**src/design/shipdb_ram.sv**
```systemverilog
// generic simple dual-port ram with one write port and a registered read port
`timescale 1ns / 1ps
`default_nettype none

module shipdb_ram #(
   parameter int WIDTH = 8,
   parameter int DEPTH = 64,
   localparam int ADDR_BITS = (DEPTH > 1) ? $clog2(DEPTH) : 1
) (
   input  wire logic                           clock,
   input  wire logic                           wr_en,
   input  wire logic [ADDR_BITS-1:0]           wr_addr,
   input  wire logic [WIDTH-1:0]               wr_data,
   input  wire logic                           rd_en,
   input  wire logic [ADDR_BITS-1:0]           rd_addr,
   output      logic [WIDTH-1:0]               rd_data
);

   logic [WIDTH-1:0] mem_ff [DEPTH];
   logic [WIDTH-1:0] rd_data_ff;

   // write port
   always_ff @(posedge clock) begin
      if (wr_en) begin
         mem_ff[wr_addr] <= wr_data;
      end
   end

   // registered read port
   always_ff @(posedge clock) begin
      if (rd_en) begin
         rd_data_ff <= mem_ff[rd_addr];
      end
   end

   assign rd_data = rd_data_ff;

endmodule

`default_nettype wire

```
**config.mk**
```make
export PLATFORM = sky130hd
export DESIGN_NAME = shipdb_ram
export DESIGN_NICKNAME = d
export VERILOG_FILES = /design/src/design/shipdb_ram.sv
export SDC_FILE = /design/constraint.sdc
export NUM_CORES = 1
export LEC_CHECK = 0
export BUFFER_PORTS_ARGS = -buffer_cell sky130_fd_sc_hd__buf_4
export CORE_MARGIN = 2
export CORE_UTILIZATION = 51
export DETAILED_ROUTE_END_ITERATION = 6
export PLACE_DENSITY = 0.73
export SLEW_MARGIN = 20
export SYNTH_ARGS = -nofsm -noshare
export SYNTH_HDL_FRONTEND = slang
export SYNTH_SLANG_ARGS = --single-unit
```
**constraint.sdc**
```tcl
create_clock -name clock -period 2.2 [get_ports clock]
set_input_delay 0.44 -clock clock [delete_from_list [all_inputs] [get_ports clock]]
set_output_delay 0.44 -clock clock [all_outputs]
set_load 0.02 [all_outputs]
```
### After elaboration in Yosys (flattened, before gate mapping)

Memories as Yosys holds them, arrays and structs flattened. A register that Yosys moved wholly into a read port is not among the register bits.
Cells that the tools add are included.

| cells by class | value |
|---|---|
| mux-type cells | 2 |

Operators with widths:

| cell | count |
|---|---|
| $mux 1 | 2 |

| word-level totals | value |
|---|---|
| output and inout port bits | 8 |
| memories | 1 |
| bits in registers | 0 |
| bits of input ports | 23 |
| word-level logic and storage cells | 3 |
| memory bits (writable) | 512 |

Memory list:

| name | depth | width | rd ports | clocked after Yosys merged registers in | wr ports | RTL line | RTL |
|---|---|---|---|---|---|---|---|
| mem_ff | 64 | 8 | 1 | 1 | 1 | 19 | `logic [WIDTH-1:0] mem_ff [DEPTH];` |

### Depth between registers and ports, before layout

| depth | value |
|---|---|
| depth after elaboration | 2 |
| gate-level depth with buffers | 9 |
| mapped depth without buffers | 5 |

### Worst setup path after synthesis

No wires, ideal clock.

| timing path | value |
|---|---|
| path type | input-to-reg |
| from | input rd_addr[1] |
| to | register rd_data_ff[3] (netlist: rd_data[3]), read port of mem_ff (data pin) |
| path buffers | 3 |
| data required time | 1.934 ns |
| arrival | 1.980 ns |
| stages on the path | 7 |
| library setup time | 0.266 ns |
| path slack | -0.046 ns |
| cell sequence | buf_4 > buf_2 > buf_2 > mux4_2 > mux4_2 > o21ai_1 > o41ai_1 |

RTL lines:

| element | RTL line | RTL |
|---|---|---|
| from (decl) | 15 | `input wire logic [ADDR_BITS-1:0] rd_addr,` |
| to (decl) | 20 | `logic [WIDTH-1:0] rd_data_ff;` |

==> metrics.txt <==
CP Launch Point=mem_ff[21][6]; cell type with the largest total area after synthesis=edfxtp_1; H-Tree Depth=2; Hold Violations, Final=0; Max Freq=470.6 MHz; Vert. Die Dim=203.3 um; most common cell after layout, fill and taps aside=edfxtp_1; sequential share of the synthesized area=77.12%; Power Dens Cells=853.6 nW/um2; Post-Syn Instances=940; Mapped Area=20250 um2; Setup violations, final=0; startpoint types=flip-flop; Core Area=38920 um2; die width=203.3 um; routability cong.=approximately 0.85; setup TNS=0 ns; Leak=approximately 7.7 nW; largest net degree at the start of global routing=65; crit path max fanout=1; initial core utilization=approximately 52%; first-pass GRT wire length=66030 um; clock tree root driver cell=clkbuf_16; Worst Path Arrival=2.43 ns; max cap viols=0; Vias=roughly 10k; ys async rst share=0%; area grow syn2layout=16.44%; Multi-input gate area=4327 um2; remaining antenna violation count after routing=0; Port Buffer Count=30; ys flop type=edfxtp_1; status=finished clean; worst hold-check path type=input port to flip-flop; drt wl/cell=26.15 um; CTS tree=built; Post-synth EDFFs=520; worst skew pair latency=0.57 ns; vias in the first global route=a little over 10k; worst slew pin tran=around 0.71 ns; CTS buffer count=50; Setup WS pre-CTS=-0.5185 ns; post-synth cell types=39; DR DRC count=0; Final #Nets=approximately 1.1k; Avg Inst Size Synth=21.54 um2; Min Clock Period, post-route=2.125 ns; clock slew seen by the registers of the worst setup and hold paths=around 0.06 ns; most frequent cells in the layout=edfxtp_1 (520), buf_4 (169), mux4_2 (126); Vias/cell=between 6 and 7; clk buf depth=3; fin crit share=96.58%; Setup CP Type=flip-flop to flip-flop; Worst slew margin=52.52%; FP Rows=72; final non-filler cell total=1674; initial drt markers=968; Routed WL=43770 um; post-layout util=60.58%; clock sink total=520; Filler cells=2681; setup ws final=0.07526 ns; Ports=31; GR Overflow Total=0; DRT Pass-1 Iters=5; clk_skew=0.008719 ns; HPWL Detailed=between 20000 and 30000 um; Seq. cell area=15620 um2; reg2reg setup slack=approximately 0.075 ns; syn_nets=a little under 1k; Placed Cells incl. Taps=1586; Total GRT Usage=21.95%; synth top area cells=edfxtp_1 (77%), mux4_2 (14%), nor2_1 (1.5%), mux2i_1 (1.1%), mux2_2 (0.72%); Pwr Total=20.12 mW; RR Startpoint=mem_ff[21][6]; top cell type's share of synthesized area=between 70% and 80%; hold_sp=rd_en; fin. max-slew vios=0; layout cells sized above 1=33.30%; Setup Buffers After CTS=0; die area=41310 um2; Diodes inserted=0; Yosys reg bits=520; synth warn=0; CP required=~2.5 ns; crit end category=flip-flop; initial antenna violation count=0; Max VDD drop=between 0.5 and 0.6 mV
## cell type report
class	count	area share, %
Clock buffer	62	5.769
Clock inverter	26	0.6899
Multi-Input combinational cell	369	18.35
Sequential cell	520	66.24
Tap cell	518	2.749
Timing Repair Buffer	179	6.204
## critical path, cell delays in order, from the launching register on
cell	delay, ns
edfxtp_1	0.38
mux4_2	0.49
mux2_2	0.31
o221a_2	0.30
nor3_2	0.16
buf_4	0.14
o32ai_1	0.08
## flip-flops by register name, summed over array words and instances (netlist names)
| signal | flops |
|---|---|
| mem_ff | 512 |
| rd_data | 8 |
## final timing paths
check / cells past startpoint / end
worst min register to register: 3 / rd_data[6]
worst max-delay path: 6 / rd_data[6]
worst min-delay path: 1 / rd_data[2]
worst max register to register: 6 / rd_data[6]
## power by group
group | switching, mW | internal (mW)
combinational | 0.637 | 0.475
clock | 3.41 | 4.58
sequential | 0.0345 | 11.0
## cell families after synthesis
kind of cell / Yosys count / synth area share [%]
AOI/OAI and AO/OA: 54 / 2.064
and+or+nand+nor: 153 / 3.374
muxes: 162 / 15.88
buffers and inverters: 51 / 1.563
DFF: 520 / 77.12
## cells in the mapped netlist (3+ instances only)
library cell,n
a211oi_1,4
a21oi_1,3
a221oi_1,6
a22oi_1,3
buf_1,4
buf_2,11
buf_4,13
buf_6,4
clkbuf_1,17
edfxtp_1,520
mux2_2,13
mux2i_1,23
mux4_2,126
nand2_1,19
nand2b_1,7
nand3_1,13
nand3b_1,3
nor2_1,83
nor2b_1,14
nor3_1,7
o2111ai_1,3
o221ai_1,8
o22ai_1,8
o2bb2ai_1,3
## metal layers
metal	global-route usage, %	routed length, um
met2	35.99	21650
met5	0	0
met4	7.065	1229
met1	30.58	17530
met3	3.611	3370
## per-stage QoR
stage                     hold WS (ns)  instance area [um2]
final                           0.1992                23580
after global routing            0.1721                23580
after CTS                       0.1779                23570
after detailed placement        0.7690                22040
after global placement          0.7629                22040
after floorplan                 0.5389                20250
## what timing repair did
action                     4_1_cts  5_1_grt
hold buffers                     0        0
cloned                           0        0
setup endpoints to repair        1        2
pin swaps                        0        1
gates resized for setup          1        2
(Power assumes the default switching activity.)
